$ cat src/sv/rtd_pkg.sv
// ---------------------------------------------------------------------------
// rtd_pkg: shared types, constants and helpers
// Fixed-point helpers and the command/status bundles used between the
// controller and the datapath of the RTD resistance-to-temperature converter.
// ---------------------------------------------------------------------------
`default_nettype none
package rtd_pkg;

    localparam int MAX_ITERATIONS = 20;
    localparam int ITER_W = $clog2(MAX_ITERATIONS + 1);

    localparam logic signed [63:0] Q60_ONE   = 64'sh1000_0000_0000_0000;
    localparam logic signed [31:0] T_START   = 32'sd1638400;   // 25 C in Q.16
    localparam logic signed [63:0] T_HUNDRED = 64'sd6553600;   // 100 C in Q.16
    localparam logic signed [63:0] CONV_LSB  = 64'sd65;
    localparam logic signed [63:0] K_FOUR    = 64'sd4;
    localparam logic signed [63:0] K_THREE_HUNDRED = 64'sd300;

    localparam logic [5:0] SH_0  = 6'd0;
    localparam logic [5:0] SH_15 = 6'd15;
    localparam logic [5:0] SH_16 = 6'd16;
    localparam logic [5:0] SH_44 = 6'd44;
    localparam logic [5:0] SH_60 = 6'd60;

    // Configuration register indexes
    localparam logic [2:0] REG_NOMINAL = 3'd0;
    localparam logic [2:0] REG_COEF_A  = 3'd1;
    localparam logic [2:0] REG_COEF_B  = 3'd2;
    localparam logic [2:0] REG_COEF_C  = 3'd3;
    localparam logic [2:0] REG_WIRING  = 3'd4;

    // Wiring modes
    localparam logic [1:0] WIRE_TWO   = 2'd0;
    localparam logic [1:0] WIRE_THREE = 2'd1;

    // Result status codes
    localparam logic [1:0] ST_CONV    = 2'd0;
    localparam logic [1:0] ST_LIMIT   = 2'd1;
    localparam logic [1:0] ST_FLAT    = 2'd2;
    localparam logic [1:0] ST_R0_ZERO = 2'd3;

    typedef enum logic [2:0] {
        S_IDLE,
        S_PREP,
        S_MUL_GO,
        S_MUL_WAIT,
        S_CHECK,
        S_DIV_GO,
        S_DIV_WAIT,
        S_DONE
    } t_state;

    // Multiply steps of one polynomial evaluation
    typedef enum logic [3:0] {
        M_T2,
        M_AT,
        M_BT,
        M_BT2,
        M_T3,
        M_Q,
        M_S1,
        M_S2,
        M_CQ,
        M_CI,
        M_RC,
        M_SL
    } t_mstep;

    typedef struct packed {
        logic   load;
        logic   zero_t;
        logic   mul_go;
        logic   div_go;
        logic   update;
        logic   emit;
        t_mstep step;
    } t_cmd;

    typedef struct packed {
        logic r0_zero;
        logic mul_done;
        logic div_done;
        logic t_neg;
        logic slope_zero;
        logic conv;
    } t_stat;

    // Give a magnitude a sign, saturating to the signed 64-bit range
    function automatic logic signed [63:0] apply_sign(input logic [63:0] mag,
                                                      input logic neg);
        logic signed [63:0] res;
        if (neg) begin
            if (mag[63]) begin
                res = 64'sh8000_0000_0000_0000;
            end else begin
                res = -$signed(mag);
            end
        end else begin
            if (mag[63]) begin
                res = 64'sh7FFF_FFFF_FFFF_FFFF;
            end else begin
                res = $signed(mag);
            end
        end
        return res;
    endfunction

    // Saturating signed 64-bit add
    function automatic logic signed [63:0] sat_add(input logic signed [63:0] a,
                                                   input logic signed [63:0] b);
        logic signed [64:0] s;
        logic signed [63:0] res;
        s = {a[63], a} + {b[63], b};
        if (s[64] != s[63]) begin
            res = s[64] ? 64'sh8000_0000_0000_0000 : 64'sh7FFF_FFFF_FFFF_FFFF;
        end else begin
            res = s[63:0];
        end
        return res;
    endfunction

endpackage
`default_nettype wire

$ cat src/sv/rtd_ctrl.sv
// ---------------------------------------------------------------------------
// rtd_ctrl: controller of the RTD converter
// Sequences the multiply steps of each evaluation, the divide and the
// Newton update; owns the handshakes, status and step count.
// ---------------------------------------------------------------------------
`default_nettype none
module rtd_ctrl
    import rtd_pkg::*;
(
    input  wire         i_clk,
    input  wire         i_rst_n,
    input  wire         i_in_valid,
    output logic        o_in_stall,
    output logic        o_out_valid,
    input  wire         i_out_stall,
    input  t_stat       i_stat,
    output t_cmd        o_cmd,
    output logic [1:0]  o_status,
    output logic [4:0]  o_iterations_used
);

    t_state              r_state, n_state;
    t_mstep              r_step, n_step;
    logic [ITER_W-1:0]   r_steps, n_steps;
    logic [1:0]          r_status, n_status;
    logic                r_out_valid, n_out_valid;
    logic [1:0]          r_out_status, n_out_status;
    logic [4:0]          r_out_iter, n_out_iter;

    always_ff @(posedge i_clk) begin
        if (!i_rst_n) begin
            r_state     <= S_IDLE;
            r_step      <= M_T2;
            r_steps     <= '0;
            r_status    <= ST_CONV;
            r_out_valid <= 1'b0;
        end else begin
            r_state     <= n_state;
            r_step      <= n_step;
            r_steps     <= n_steps;
            r_status    <= n_status;
            r_out_valid <= n_out_valid;
        end
    end

    always_ff @(posedge i_clk) begin
        r_out_status <= n_out_status;
        r_out_iter   <= n_out_iter;
    end

    // Next state and commands
    always_comb begin
        n_state      = r_state;
        n_step       = r_step;
        n_steps      = r_steps;
        n_status     = r_status;
        n_out_valid  = r_out_valid && i_out_stall;
        n_out_status = r_out_status;
        n_out_iter   = r_out_iter;
        o_cmd        = '0;
        o_cmd.step   = r_step;
        unique case (r_state)
            S_IDLE: begin
                if (i_in_valid) begin
                    o_cmd.load = 1'b1;
                    n_steps    = '0;
                    n_state    = S_PREP;
                end
            end
            S_PREP: begin
                if (i_stat.r0_zero) begin
                    o_cmd.zero_t = 1'b1;
                    n_status     = ST_R0_ZERO;
                    n_state      = S_DONE;
                end else begin
                    n_step  = M_T2;
                    n_state = S_MUL_GO;
                end
            end
            S_MUL_GO: begin
                o_cmd.mul_go = 1'b1;
                n_state      = S_MUL_WAIT;
            end
            S_MUL_WAIT: begin
                if (i_stat.mul_done) begin
                    n_state = S_MUL_GO;
                    unique case (r_step)
                        M_T2:    n_step = M_AT;
                        M_AT:    n_step = M_BT;
                        M_BT:    n_step = M_BT2;
                        M_BT2:   n_step = i_stat.t_neg ? M_T3 : M_RC;
                        M_T3:    n_step = M_Q;
                        M_Q:     n_step = M_S1;
                        M_S1:    n_step = M_S2;
                        M_S2:    n_step = M_CQ;
                        M_CQ:    n_step = M_CI;
                        M_CI:    n_step = M_RC;
                        M_RC:    n_step = M_SL;
                        M_SL:    n_state = S_CHECK;
                        default: n_step = M_T2;
                    endcase
                end
            end
            S_CHECK: begin
                if (i_stat.slope_zero) begin
                    n_status = ST_FLAT;
                    n_state  = S_DONE;
                end else begin
                    n_state = S_DIV_GO;
                end
            end
            S_DIV_GO: begin
                o_cmd.div_go = 1'b1;
                n_state      = S_DIV_WAIT;
            end
            S_DIV_WAIT: begin
                // Apply the step in the cycle after the quotient lands
                if (i_stat.div_done) begin
                    n_state = S_DIV_WAIT;
                end
                if (!i_stat.div_done && !o_cmd.div_go && r_step == M_SL
                        && r_status == ST_LIMIT) begin
                    o_cmd.update = 1'b1;
                    n_steps      = r_steps + 1'b1;
                    n_status     = ST_CONV;
                    if (i_stat.conv) begin
                        n_status = ST_CONV;
                        n_state  = S_DONE;
                    end else if (r_steps + 1'b1 == ITER_W'(MAX_ITERATIONS)) begin
                        n_status = ST_LIMIT;
                        n_state  = S_DONE;
                    end else begin
                        n_step  = M_T2;
                        n_state = S_MUL_GO;
                    end
                end else if (i_stat.div_done) begin
                    n_status = ST_LIMIT;
                end
            end
            S_DONE: begin
                if (!r_out_valid || !i_out_stall) begin
                    o_cmd.emit   = 1'b1;
                    n_out_valid  = 1'b1;
                    n_out_status = r_status;
                    n_out_iter   = 5'(r_steps);
                    n_status     = ST_CONV;
                    n_state      = S_IDLE;
                end
            end
            default: n_state = S_IDLE;
        endcase
    end

    assign o_in_stall        = (r_state != S_IDLE);
    assign o_out_valid       = r_out_valid;
    assign o_status          = r_out_status;
    assign o_iterations_used = r_out_iter;

endmodule
`default_nettype wire

$ cat config.mk
export PLATFORM = sky130hd
export DESIGN_NAME = rtd_ctrl
export DESIGN_NICKNAME = d
export VERILOG_FILES = /design/src/sv/rtd_pkg.sv /design/src/sv/rtd_ctrl.sv
export SDC_FILE = /design/constraint.sdc
export NUM_CORES = 1
export LEC_CHECK = 0
export BUFFER_PORTS_ARGS = -buffer_cell sky130_fd_sc_hd__buf_2
export CORE_MARGIN = 4
export CORE_UTILIZATION = 25
export CTS_CLUSTER_DIAMETER = 30
export CTS_CLUSTER_SIZE = 40
export DETAILED_ROUTE_END_ITERATION = 8
export PLACE_DENSITY = 0.52
export SLEW_MARGIN = 20
export SYNTH_ARGS = -nofsm -noshare
export SYNTH_HDL_FRONTEND = slang
export SYNTH_SLANG_ARGS = --single-unit
export TNS_END_PERCENT = 30
$ cat constraint.sdc
create_clock -name i_clk -period 2.96 [get_ports i_clk]
set_clock_uncertainty 0.15 [all_clocks]
set_input_delay 0.148 -clock i_clk [delete_from_list [all_inputs] [get_ports i_clk]]
set_output_delay 0.148 -clock i_clk [all_outputs]
set_load 0.02 [all_outputs]
==> run summary, run 1 <==
The congestion estimate from routability-driven global placement came to 0.8900. The post-synthesis share of cell area spent on xor and xnor gates came out at 3.101%. The number of enable flip-flop cells after synthesis came out at 7. Of the total power, the share spent switching nets is 38.09%.

The starting density of the core came out at 25.95%. The post-synthesis share of cell area spent on full adders, half adders and majority gates is 1.107%. For this design the ratio of total power to cell area is 822.8 nW/um^2. The initial antenna violation count is 0. The clock transition at the register clock pins on the worst setup and hold paths after CTS came out at 0.09 ns. Summed over all cells, the static leakage comes to between 0.5 and 0.6 nW. The number of post-CTS setup repair buffers came out at 0. The most used flip-flop cell after synthesis is sky130_fd_sc_hd__dfxtp_1. The post-route total power came out at between 1 and 1.5 mW. Compared with the post-synthesis result, the final layout area differs by 24.70%.

After routing, the total negative slack on setup checks comes to 0 ns. Setup violations remaining at the end of the flow were counted as 0. The min-delay analysis places its worst path in the category input pin to flip-flop.

Summing the areas of all compound-gate instances in the mapped netlist gives 17.72% of the synthesized area. The total length of routed wires is 2.775 mm. In this run the tool buffered the top-level ports with 28 buffer cells.

Buffers inserted during clock tree synthesis total 3. The number of optimization iterations in the first detailed-route pass is 4. The kind of end point of the critical path is an output pin.

The fraction of registers with async set or reset after synthesis is 0%. Along the worst path, the maximum fanout reaches 18. The full die area is 5659 sq um.

Entering global routing, the biggest net connects 19 pins. The net count of the finished layout is roughly 170. The die boundary height came out at 75.23 um. After the first detailed-routing iteration, the DRC count stood at 53.

The largest buffer count on any clock path is 2. For this run, the number of Yosys warnings is 0. The mean area per synthesized cell came out at 9.186 sq um. The core region is 4354 sq um.

The post-synthesis mux area share came out at under 10%. The H-tree depth is 1. The floorplan die width came out at 75.23 um. In this run the power spent charging and discharging nets is 441.6 uW. The cell count after synthesis came out at 123. Buffers inserted to repair hold after CTS numbered 1. The tightest slew margin relative to the limit came out at 54.63%. The number of vias per cell after detailed routing came out at 5.054. The critical path in this run is classified as flip-flop to output pin.

The DRC violation count after routing came out at 0. The combinational share of power came out at 35.4%. The number of vias after detailed routing came out at ~1000. The global router's overall resource usage came out at 10.27%. The worst-case IR drop observed on VDD is 273.3 uV. The arrival time of the worst setup path is 2.03 ns. The post-synthesis net count came out at ~130. The first-pass GRT wire length is 4.381 mm. The remaining antenna violation count after routing came out at 0.

The proportion of power drawn by the clock network came out at between 20% and 30%. At the worst endpoint, the required time is about 2.7 ns. The internal portion of total power came out at 717.7 uW. Traced cell by cell, the critical path runs through nand3_1 -> a21oi_1 -> buf_2.

The number of different library cells in the post-synthesis netlist came out at 36. The residual overflow from global routing is 0. The slew at the pin closest to its max-slew limit came out at 0.6805 ns. Row generation in the floorplan step produced 24 rows. The repair_antennas step left the layout with diodes totalling 0. The total count of max-transition violations in the final report came to 0. The flow ran to the end, and the final reports show no timing, DRC or antenna violations.

After layout, the worst path uses 78.79% of the clock period. In this run, synthesis produced a sequential element count of 22. On the critical path, the stage with the largest delay is an instance of sky130_fd_sc_hd__dfxtp_1.

Setup repair after global routing left no endpoint under its margin. The tree is rooted in a sky130_fd_sc_hd__clkbuf_8. The combinational family with the most area after synthesis is simple AND/OR/NAND/NOR gates. The synthesized netlist devotes 25.69% of its cell area to simple gates. Broken down by cell family, the worst path's largest delay share belongs to flip-flops. The number of endpoints with negative hold slack in the final report was 0. The count of cells resized by post-cts repair is 0. The fraction of layout cells with a size suffix above 1 came out at 23.53%. For this design, the sink count on the clock tree is 22. For this run, the slowest stage of the critical path takes 0.66 ns. The worst setup path is launched from a flip-flop. The later pin in the worst-skew pair is clocked with a latency of between 0.2 and 0.3 ns. The minimum period implied by the final worst setup slack is between 2 and 2.5 ns. Across the run, the number of max-cap violations was 0.

TritonCTS built the clock tree. Counting both buffers and inverters, the worst setup path holds a total of 1. The sequential share of the synthesized area came out at 45.18%. After synthesis the cells add up to 1130 sq um.

The number of top-level pins came out at 29. The timing-limited maximum frequency is around 0.43 GHz. The power share of the sequential group is 40.1%. The number of global-route vias before repair was 949. The half-perimeter wire length after detailed placement is 2.112 mm. The wire length per cell is roughly 14 um.
## per-layer routing
metal	part of all wire, %	global-route usage, %
met2	45	16.54
met4	1.0	3.495
met5	0	0
met3	6.6	4.139
met1	48	12.46
## worst paths after layout
path / end / slack, ns / startpoint / cells past startpoint
worst max-delay path: o_cmd[4] / 0.63 / r_state[2]$_SDFFE_PN0P_ / 3
worst min-delay path: o_out_valid$_SDFF_PN0_ / 0.01 / i_out_stall / 3
worst max register to register: r_step[2]$_SDFFE_PN0P_ / 0.70 / r_step[3]$_SDFFE_PN0P_ / 5
worst min register to register: o_iterations_used[4]$_DFFE_PP_ / 0.34 / r_steps[4]$_SDFFE_PN0P_ / 0
## worst reg2reg max path, delay by kind of cell, from the launching register on
kind             cells  cell delay, ns
AND/OR/NAND/NOR      3            0.90
flip-flops           1            0.48
AO/OA/AOI/OAI        1            0.38
multiplexers         1            0.24
## cells in the mapped netlist (2+ instances only)
library cell / number / share of area [%]
sky130_fd_sc_hd__a211oi_1: 3 / 2.0
sky130_fd_sc_hd__a21oi_1: 10 / 4.4
sky130_fd_sc_hd__a311oi_1: 3 / 2.3
sky130_fd_sc_hd__clkbuf_1: 4 / 1.3
sky130_fd_sc_hd__dfxtp_1: 15 / 27
sky130_fd_sc_hd__edfxtp_1: 7 / 19
sky130_fd_sc_hd__inv_1: 7 / 2.3
sky130_fd_sc_hd__mux2i_1: 4 / 3.5
sky130_fd_sc_hd__nand2_1: 10 / 3.3
sky130_fd_sc_hd__nand3_1: 2 / 0.89
sky130_fd_sc_hd__nand3b_1: 3 / 2.0
sky130_fd_sc_hd__nand4_1: 2 / 1.1
sky130_fd_sc_hd__nor2_1: 14 / 4.7
sky130_fd_sc_hd__nor2b_1: 3 / 1.7
sky130_fd_sc_hd__nor3_1: 6 / 2.7
sky130_fd_sc_hd__nor3b_1: 2 / 1.3
sky130_fd_sc_hd__o21ai_0: 6 / 2.7
sky130_fd_sc_hd__or3_1: 2 / 1.1
sky130_fd_sc_hd__xor2_1: 3 / 2.3
## sequential cells by signal, indices dropped and copies added, names as in the netlist
register / flops
o_iterations_used: 5
r_steps: 5
r_step: 4
r_state: 3
o_status: 2
r_status: 2
o_out_valid: 1
## final cells by class
| class | instances | area (sq um) |
|---|---|---|
| fillers | 464 | 2945 |
| multi-input cells | 90 | 578.1 |
| flip-flops and latches | 22 | 510.5 |
| repair buffers | 30 | 157.7 |
| well taps | 52 | 65.06 |
| clock buffers | 3 | 41.29 |
| clock inverters | 1 | 30.03 |
| inverters | 7 | 26.28 |
## per-stage QoR
step	util, %	setup slack (ns)	instance area (sq um)	instances	hold WS (ns)
CTS	32.36	0.5956	1409	205	0.01111
global route	32.36	0.4126	1409	205	0.02617
global placement	30.49	0.7686	1328	200	0.2817
floorplan	-	0.7732	1130	123	0.1314
finish	32.36	0.6278	1409	205	0.01430
detailed placement	30.49	0.7163	1328	200	0.2859
## cell families after synthesis
| family | count (synthesis) |
|---|---|
| flip-flops | 22 |
| buffers and inverters | 11 |
| adder cells (fa/ha/maj) | 1 |
| XOR/XNOR | 4 |
| multiplexers | 4 |
| AND/OR/NAND/NOR | 52 |
| AO/OA/AOI/OAI | 29 |
## layout by cell type, fill, tap and decap left out, types with 3 or more instances in the layout
| cell type | count |
|---|---|
| sky130_fd_sc_hd__a21oi_1 | 10 |
| sky130_fd_sc_hd__inv_1 | 7 |
| sky130_fd_sc_hd__clkbuf_8 | 3 |
| sky130_fd_sc_hd__nor2_1 | 14 |
| sky130_fd_sc_hd__edfxtp_1 | 7 |
| sky130_fd_sc_hd__nor2b_1 | 3 |
| sky130_fd_sc_hd__o21ai_0 | 6 |
| sky130_fd_sc_hd__a211oi_1 | 3 |
| sky130_fd_sc_hd__nand2_1 | 10 |
| sky130_fd_sc_hd__mux2i_1 | 4 |
| sky130_fd_sc_hd__buf_2 | 28 |
| sky130_fd_sc_hd__nor3_1 | 6 |
| sky130_fd_sc_hd__a311oi_1 | 3 |
| sky130_fd_sc_hd__dfxtp_1 | 15 |
| sky130_fd_sc_hd__nand3b_1 | 3 |
| sky130_fd_sc_hd__xor2_1 | 3 |
## power groups by stage
| stage | clock [mW] | combinational [mW] | sequential (mW) |
|---|---|---|---|
| after floorplan | 0 | 0.353 | 0.409 |
| after global placement | 0 | 0.410 | 0.464 |
| after detailed placement | 0 | 0.411 | 0.470 |
| after CTS | 0.291 | 0.414 | 0.463 |
| after global routing | 0.312 | 0.451 | 0.477 |
| final | 0.285 | 0.410 | 0.465 |
No activity file was read; power rests on OpenSTA's default activity.
==> inputs of run 2 (changes only) <==
--- a/config.mk
+++ b/config.mk
@@ -5,13 +5,14 @@
 export SDC_FILE = /design/constraint.sdc
 export NUM_CORES = 1
 export LEC_CHECK = 0
+export ABC_AREA = 1
 export BUFFER_PORTS_ARGS = -buffer_cell sky130_fd_sc_hd__buf_2
 export CORE_MARGIN = 4
 export CORE_UTILIZATION = 25
 export CTS_CLUSTER_DIAMETER = 30
 export CTS_CLUSTER_SIZE = 40
 export DETAILED_ROUTE_END_ITERATION = 8
-export PLACE_DENSITY = 0.52
+export PLACE_DENSITY = 0.53
 export SLEW_MARGIN = 20
 export SYNTH_ARGS = -nofsm -noshare
 export SYNTH_HDL_FRONTEND = slang
==> constraint.sdc (replaced) <==
create_clock -name i_clk -period 2 [get_ports i_clk]
set_clock_uncertainty 0.15 [all_clocks]
set_input_delay 0.1 -clock i_clk [delete_from_list [all_inputs] [get_ports i_clk]]
set_output_delay 0.1 -clock i_clk [all_outputs]
set_load 0.02 [all_outputs]
==> run 2 against run 1 <==
Compared with the run above:
- combinational power increased by 140%
- cell count increased by 41%
- routed wire length rose by 9.8%
- synthesized cell count increased by 54%
- largest power group is now combinational logic
- highest routed layer unchanged
==> run summary, run 2 <==
The number of global-route vias before repair is 1116 (+18%). The number of register bits inferred by synthesis is 22 (unchanged). The core occupancy in the finished layout is 32.18% (-0.17 points).

The full die area came out at 6201 sq um (+9.6%). The total length of routed met2 wires came out at 1.404 mm (+13%). The buffer type at the clock tree root is sky130_fd_sc_hd__clkbuf_8. The most used flip-flop cell after synthesis is sky130_fd_sc_hd__dfxtp_1. The initial antenna violation count came out at 0 (unchanged). The worst vdd rail ir drop was 340.5 uV (+25%). The number of endpoints with negative hold slack in the final report came out at 0 (unchanged). The DRC violation count after routing came out at 0 (unchanged).

The starting density of the core came to 26.14% (+0.20 points). The mean area per synthesized cell is 6.620 sq um (-28%). The number of warnings reported in the yosys synthesis log is 0 (unchanged).

The starting DRC count in detailed routing came to 36 (-32%). The clock latency of the later-clocked register in the worst-skew pair is 0.27 ns (about the same). The gate count of the mapped netlist is 189 (+54%). The total count of max-transition violations in the final report came out at 0 (unchanged). The largest buffer count on any clock path is 2 (unchanged). The number of fillers in the final layout is 532 (+15%). The count of placed standard cells in the final layout, fillers left out came out at 290 (+41%). The count of buffers inserted at the top-level ports came out at 28 (unchanged).

The tightest min-delay check is of the input pin to flip-flop type. The final critical path takes up 91.66% of the cycle. The count of cells resized by post-cts repair is 0 (unchanged).

The number of top-level pins is 29 (unchanged). The die boundary height was 78.75 um (+4.7%). The number of buffers created by CTS came out at 3 (unchanged). The net switching fraction of the power is 46.78% (+8.7 points). The post-synthesis net count is 200 (+49%). The fraction of layout cells with a size suffix above 1 is 20.18% (-3.4 points). The number of post-CTS setup repair buffers was 0 (unchanged).

The power share of the sequential group is 35.4% (-4.7 points). The number of cells after detailed placement is 284 (+42%). The core region area came to 4786 sq um (+9.9%). The worst hold path depth came out at 4 (+1).

The sequential share of the synthesized area is 40.80% (-4.4 points). The fraction of registers with async set or reset after synthesis came out at 0% (unchanged). The number of enable flip-flop cells after synthesis was 7 (unchanged). The remaining antenna violation count after routing is 0 (unchanged). The met3 layer wire length in the routed design was 128 um (-30%). The total setup violations reported at the end of the flow is 0 (unchanged).

The post-place setup slack came out at 0.3081 ns (-0.4082 ns). The clock transition at the register clock pins on the worst setup and hold paths after CTS is 0.09 ns (about the same). The number of sinks driven by the clock tree came out at 22 (unchanged). The commonest non-fill, non-tap cell in the layout is sky130_fd_sc_hd__nand2_1. The number of vias per cell after detailed routing is 4.269 (-16%). The largest net degree at the start of global routing is 13 (-6). The depth of the worst register-to-register path is 9 (+4). The number of different library cells in the post-synthesis netlist is 21 (-42%). The wire length per cell came out at 10.51 um (-22%). The slack of the critical path came out at 0.1668 ns (-0.4611 ns). The wire length on met1 came out at 1.459 mm (+10%). The run finished with clean final reports. The required arrival time at the worst endpoint is 1.75 ns (-0.91 ns). The H-tree depth came out at 1 (unchanged). The highest net fanout along the worst path came out at 6 (-12). The floorplan die width came out at 78.75 um (+4.7%).

The arrival time of the worst setup path is 1.58 ns (-0.45 ns). The setup path with the least slack is of type flip-flop to output pin. The worst setup path is launched from a flip-flop. The total length of routed wires is 3.047 mm (+9.8%). The biggest area consumer among synthesized cells is sky130_fd_sc_hd__dfxtp_1. The most common cell in the synthesized netlist is sky130_fd_sc_hd__nand2_1. The residual overflow from global routing is 0 (unchanged). The net load switching power came out at 916.2 uW (+110%).

Ranked by instance count, the synthesized netlist is headed by sky130_fd_sc_hd__nand2_1, sky130_fd_sc_hd__nor2_1, sky130_fd_sc_hd__inv_1. The timing-limited maximum frequency is 0.5455 GHz. The power per cell area came out at 1272 nW/um^2 (+55%). The weighted congestion at the end of routability-driven global placement came out at 0.8033 (-9.7%). The detailed router used layers up to and including met4. The slew at the pin closest to its max-slew limit came to 0.2377 ns (-0.4428 ns). The minimum period implied by the final worst setup slack came out at 1.833 ns. The area growth from synthesis to layout is 23.10%. The worst setup path is captured at an output pin. TritonCTS built the clock tree.

The portion of synthesized cell area occupied by the leading cell type came out at 24.00% (-2.6 points). The number of diodes came to 0 (unchanged). The half-perimeter wire length after detailed placement is 2.416 mm (+14%). The leakage power came out at 0.7562 nW (+33%).

The number of vias after detailed routing came out at 1238 (+19%). The global router's overall resource usage is 10.23% (-0.044 points). The area of the mapped netlist came out at 1251 sq um (+11%). By area the synthesized netlist is led by sky130_fd_sc_hd__dfxtp_1, sky130_fd_sc_hd__edfxtp_1, sky130_fd_sc_hd__nand2_1, sky130_fd_sc_hd__nor2_1, sky130_fd_sc_hd__inv_1. The max capacitance violation total came out at 0 (unchanged). The internal portion of total power is 1.042 mW (+45%). The summed negative setup slack over all endpoints is 0 ns (unchanged). The net count reported at finish came out at 235 (+42%). The library cells used most frequently in the layout, excluding fill and tap cells, are sky130_fd_sc_hd__nand2_1, sky130_fd_sc_hd__nor2_1, sky130_fd_sc_hd__buf_2, sky130_fd_sc_hd__inv_1, sky130_fd_sc_hd__nand3_1. Setup repair after global routing left no endpoint under its margin.

The number of optimization iterations in the first detailed-route pass was 4 (unchanged). The first-pass GRT wire length came to 5.037 mm (+15%). The proportion of power drawn by the clock network came out at 14.7% (-9.8 points). The number of rows created at floorplan is 25 (+4.2%). The tightest slew margin relative to the limit came out at 83.98% (+29 points). The combinational share of power was 49.9% (+15 points).
==> run 2: cell types whose count changed in the layout (fill, tap and decap cells not counted), moves of 3 or more <==
cell	previous run	this run
sky130_fd_sc_hd__nand2_1	10	56
sky130_fd_sc_hd__a311oi_1	3	0
sky130_fd_sc_hd__nor2_1	14	35
sky130_fd_sc_hd__nand2_2	0	5
sky130_fd_sc_hd__nor2_4	0	3
sky130_fd_sc_hd__nand3_1	2	16
sky130_fd_sc_hd__inv_1	7	26
sky130_fd_sc_hd__mux2i_1	4	0
sky130_fd_sc_hd__nor2b_1	3	0
sky130_fd_sc_hd__xor2_1	3	0
sky130_fd_sc_hd__nor3_1	6	1
==> run 2: layer usage <==
metal	track usage, %	vias to the layer above
li1	-	658
met1	12.62	558
met2	17.15	17
met3	2.268	5
met4	4.196	0
met5	0	-
==> run 2: per-stage QoR <==
step | hold WS, ns | power (mW) | instance area, sq um
2_1_floorplan | 0.1126 | 1.433 | 1251
3_3_place_gp | 0.2350 | 1.683 | 1475
3_5_place_dp | 0.2283 | 1.689 | 1475
4_1_cts | 0.06276 | 1.980 | 1540
5_1_grt | 0.1168 | 2.140 | 1540
6_report | 0.06835 | 1.959 | 1540
==> run 2: kinds of logic after synthesis <==
logic type	Yosys count	share of synthesized area (%)
and+or+nand+nor	121	42.30
adders and majority gates	1	0.9998
AOI/OAI and AO/OA	16	6.901
buffers and inverters	29	9.000
DFF	22	40.80
==> run 2: path summary, 6_finish.rpt <==
path / startpoint / endpoint / slack [ns]
hold reg to reg: r_steps[3]$_SDFFE_PN0P_ / o_iterations_used[3]$_DFFE_PP_ / 0.29
hold / removal: i_stat[0] / r_status[0]$_SDFFE_PN0P_ / 0.07
setup / recovery: r_step[3]$_SDFFE_PN0P_ / o_cmd[5] / 0.17
setup reg to reg: r_step[3]$_SDFFE_PN0P_ / r_steps[3]$_SDFFE_PN0P_ / 0.27
==> run 2: power by group through the flow <==
stage / sequential [mW] / clock [mW] / combinational (mW)
after CTS: 0.695 / 0.296 / 0.989
after floorplan: 0.730 / 0 / 0.703
after global placement: 0.705 / 0 / 0.978
final: 0.693 / 0.288 / 0.977
after detailed placement: 0.706 / 0 / 0.983
after global routing: 0.708 / 0.317 / 1.11
==> run 2: area by class of cell <==
class / instances / area (sq um) / area share [%]
tap: 67 / 83.83 / 5.443
multi-input combinational: 138 / 628.1 / 40.78
inverter: 28 / 105.1 / 6.824
timing repair buffer: 31 / 167.7 / 10.89
clock buffer: 3 / 41.29 / 2.681
clock inverter: 1 / 3.754 / 0.2437
sequential: 22 / 510.5 / 33.14
==> run 2: timing repair <==
action | in CTS | in global routing
setup endpoints to repair | 0 | 0
hold endpoints to repair | 4 | 0
hold buffers | 2 | 0
==> run 2: critical path, cell delays in order, from the launching register on <==
cell and delay (ns):
sky130_fd_sc_hd__dfxtp_1 0.43, sky130_fd_sc_hd__inv_1 0.08, sky130_fd_sc_hd__nor2_1 0.19, sky130_fd_sc_hd__nand2_1 0.11, sky130_fd_sc_hd__nor2_1 0.14, sky130_fd_sc_hd__nand2_1 0.12
sky130_fd_sc_hd__inv_1 0.07, sky130_fd_sc_hd__buf_2 0.16
==> inputs of run 3 (changes only) <==
--- a/config.mk
+++ b/config.mk
@@ -12,7 +12,7 @@
 export CTS_CLUSTER_DIAMETER = 30
 export CTS_CLUSTER_SIZE = 40
 export DETAILED_ROUTE_END_ITERATION = 8
-export PLACE_DENSITY = 0.53
+export SKIP_CTS_REPAIR_TIMING = 1
 export SLEW_MARGIN = 20
 export SYNTH_ARGS = -nofsm -noshare
 export SYNTH_HDL_FRONTEND = slang
==> run 3 against run 2 <==
Compared with the run above:
- non-clock buffer count unchanged
- critical endpoint is now o_cmd[4]
- final area up 1.7%
- worst setup slack better by 0.044 ns
- sequential power about the same
- global-route usage down 0.23 points
==> run summary, run 3 (synthesis gave the netlist of run 2 again) <==
The flow ran to the end, and the final reports show no timing, DRC or antenna violations. In this run the worst setup path begins at r_state[1]$_SDFFE_PN0P_. The minimum period implied by the final worst setup slack is 1.789 ns (-0.04417 ns).

Leaving out fill and tap cells, the most frequent cells in the layout are sky130_fd_sc_hd__nand2_1, sky130_fd_sc_hd__nor2_1, sky130_fd_sc_hd__buf_2, sky130_fd_sc_hd__inv_1, sky130_fd_sc_hd__nand3_1. The worst setup path is of the flip-flop to output pin kind. The power share of the sequential group came out at 33.2% (-2.2 points).

The minimum setup slack among reg-to-reg paths was 0.32 ns (+0.05 ns). The weighted congestion at the end of routability-driven global placement came out at 0.8096 (+0.78%). The worst vdd rail ir drop is 449.9 uV (+32%).

The DRC violation count after routing is 0 (unchanged). The starting DRC count in detailed routing came out at 61 (+69%). The half-perimeter wire length after detailed placement is 2.306 mm (-4.5%).

The number of vias per cell after detailed routing was 4.276 (+0.16%). The number of fillers in the final layout came out at 534 (+0.38%). The starting density of the core is 26.14% (unchanged). The internal portion of total power came out at 1.172 mW (+12%). STA classifies the critical path endpoint as an output pin. By instance count, the cell type seen most on the critical path is sky130_fd_sc_hd__nor2_1. On the critical path the largest part of the delay comes from flip-flops. The floorplan die width is 78.75 um (unchanged).

The net switching fraction of the power is 43.61% (-3.2 points). The slowest stage cell on the critical path is sky130_fd_sc_hd__dfxtp_1. The power per cell area is 1327 nW/um^2 (+4.4%). The summed negative setup slack over all endpoints is 0 ns (unchanged).

The slew at the pin closest to its max-slew limit is 0.2235 ns (-0.01420 ns). The count of buffers inserted at the top-level ports came to 28 (unchanged). The worst hold path depth is 5 (+1). The buffering stage count on the worst path with inverters included is 3 (unchanged). The share of the cycle needed by the critical path after routing came to 89.45% (-2.2 points). The die boundary height is 78.75 um (unchanged). The highest net fanout along the worst path is 8 (+2). The number of vias after detailed routing came out at 1240 (+0.16%). The count of cell instances traversed by the critical path is 6 (-1). The number of optimization iterations in the first detailed-route pass came out at 4 (unchanged).

The timing-limited maximum frequency was 0.5590 GHz (+2.5%). The total count of max-transition violations in the final report came out at 0 (unchanged). The buffer type at the clock tree root is sky130_fd_sc_hd__clkbuf_8. The depth of the worst register-to-register path was 9 (unchanged).

The leakage power came out at 0.7688 nW (+1.7%). The number of top-level pins is 29 (unchanged). The net load switching power came out at 906.7 uW (-1.0%). The clock latency of the later-clocked register in the worst-skew pair is 0.27 ns (about the same). Relative to the synthesized area, the layout overhead comes to 25.20%. The max capacitance violation total was 0 (unchanged). In this run the critical register-to-register path is captured at r_steps[3]$_SDFFE_PN0P_. The startpoint identified for the worst register-to-register timing path is r_step[3]$_SDFFE_PN0P_. The global router's overall resource usage is 9.993% (-0.23 points). The wire length per cell came out at 9.866 um (-6.1%).

The net count reported at finish is 235 (unchanged). The proportion of power drawn by the clock network is 20.4% (+5.7 points). The number of rows created at floorplan is 25 (unchanged). The H-tree depth is 1 (unchanged).

The number of diodes was 0 (unchanged). The remaining antenna violation count after routing was 0 (unchanged). The largest net degree at the start of global routing came out at 14 (+1).

TritonCTS built the clock tree. The number of endpoints with negative hold slack in the final report came to 0 (unchanged). The tightest slew margin relative to the limit came to 84.94% (+0.96 points). The min-delay analysis places its worst path in the category input pin to flip-flop. The end point of the critical path is o_cmd[4]. The residual overflow from global routing was 0 (unchanged). Setup repair after global routing left no endpoint under its margin. The total length of routed wires is 2.861 mm (-6.1%).

The clock transition at the register clock pins on the worst setup and hold paths after CTS was 0.09 ns (about the same). The largest buffer count on any clock path is 2 (unchanged). The largest incremental delay on the critical path came out at 0.45 ns (+0.02 ns). The fraction of layout cells with a size suffix above 1 came out at 20.63% (+0.45 points). The number of buffers created by CTS came out at 3 (unchanged).

The type of origin of the critical path is a flip-flop. The library cell used most frequently in the layout, excluding fill and tap cells, is sky130_fd_sc_hd__nand2_1. The initial antenna violation count came out at 0 (unchanged). The required arrival time at the worst endpoint is 1.75 ns (about the same).

The number of global-route vias before repair came out at 1152 (+3.2%). The number of sinks driven by the clock tree is 22 (unchanged). The combinational share of power is 46.4% (-3.5 points). The full die area came out at 6201 sq um (unchanged). The critical path goes through nand2_2 -> nor2_1 -> inv_1 -> nor2_1 -> buf_4 -> buf_2.

The total setup violations reported at the end of the flow is 0 (unchanged). The core region area came out at 4786 sq um (unchanged). The first-pass GRT wire length is 4.974 mm (-1.3%).

The arrival time of the worst setup path came to 1.54 ns (-0.04 ns). The post-route total power came out at 2.079 mW (+6.1%).
## run 3: changes by cell type in the layout (fill, tap and decap cells not counted)
| cell | delta |
|---|---|
| sky130_fd_sc_hd__bufinv_16 | +1 |
| sky130_fd_sc_hd__clkinv_1 | -1 |
## run 3: worst min-delay path, delay by kind of cell
kind	cells	cell delay, ns
buffers and inverters	2	0.11
and+or+nand+nor	3	0.25
## run 3: final cells by class
type                            count  area (sq um)  share of cell area, %
Clock buffer                        3         41.29                  2.636
Multi-Input combinational cell    138         628.1                  40.10
Inverter                           28         105.1                  6.709
Tap cell                           67         83.83                  5.351
Timing Repair Buffer               31         167.7                  10.70
Sequential cell                    22         510.5                  32.59
Clock inverter                      1         30.03                  1.917
## run 3: metrics by stage
stage | util, % | setup WS, ns | area, sq um | cells | hold WS, ns
2_1_floorplan | - | 0.1904 | 1251 | 189 | 0.1126
3_3_place_gp | 30.82 | 0.3106 | 1475 | 284 | 0.2384
3_5_place_dp | 30.82 | 0.3291 | 1475 | 284 | 0.2368
4_1_cts | 32.31 | 0.1977 | 1546 | 288 | -0.04941
5_1_grt | 32.73 | 0.06334 | 1567 | 290 | 0.1267
6_report | 32.73 | 0.2109 | 1567 | 290 | 0.07143
## run 3: per-layer routing
metal / track usage (%) / share of wire, % / vias to the layer above
met2: 16.38 / 46 / 22
met3: 2.608 / 4.8 / 5
li1: - / - / 657
met4: 3.671 / 1.8 / 0
met1: 12.58 / 48 / 556
met5: 0 / 0 / -
## run 3: power by group through the flow
stage / Clock (mW) / Sequential (mW) / Combinational [mW]
after floorplan: 0 / 0.730 / 0.703
after global placement: 0 / 0.699 / 0.972
after detailed placement: 0 / 0.700 / 0.972
after CTS: 0.433 / 0.690 / 0.975
after global routing: 0.453 / 0.710 / 1.11
final: 0.424 / 0.690 / 0.965
## run 3: worst min-delay path by stage
stage | from | endpoint | slack (ns)
floorplan | i_out_stall | o_out_valid$_SDFF_PN0_ | 0.11
global placement | i_out_stall | o_out_valid$_SDFF_PN0_ | 0.24
detailed placement | i_out_stall | o_out_valid$_SDFF_PN0_ | 0.24
CTS | i_out_stall | o_out_valid$_SDFF_PN0_ | -0.05
global route | i_stat[0] | r_status[0]$_SDFFE_PN0P_ | 0.13
finish | i_in_valid | r_state[1]$_SDFFE_PN0P_ | 0.07
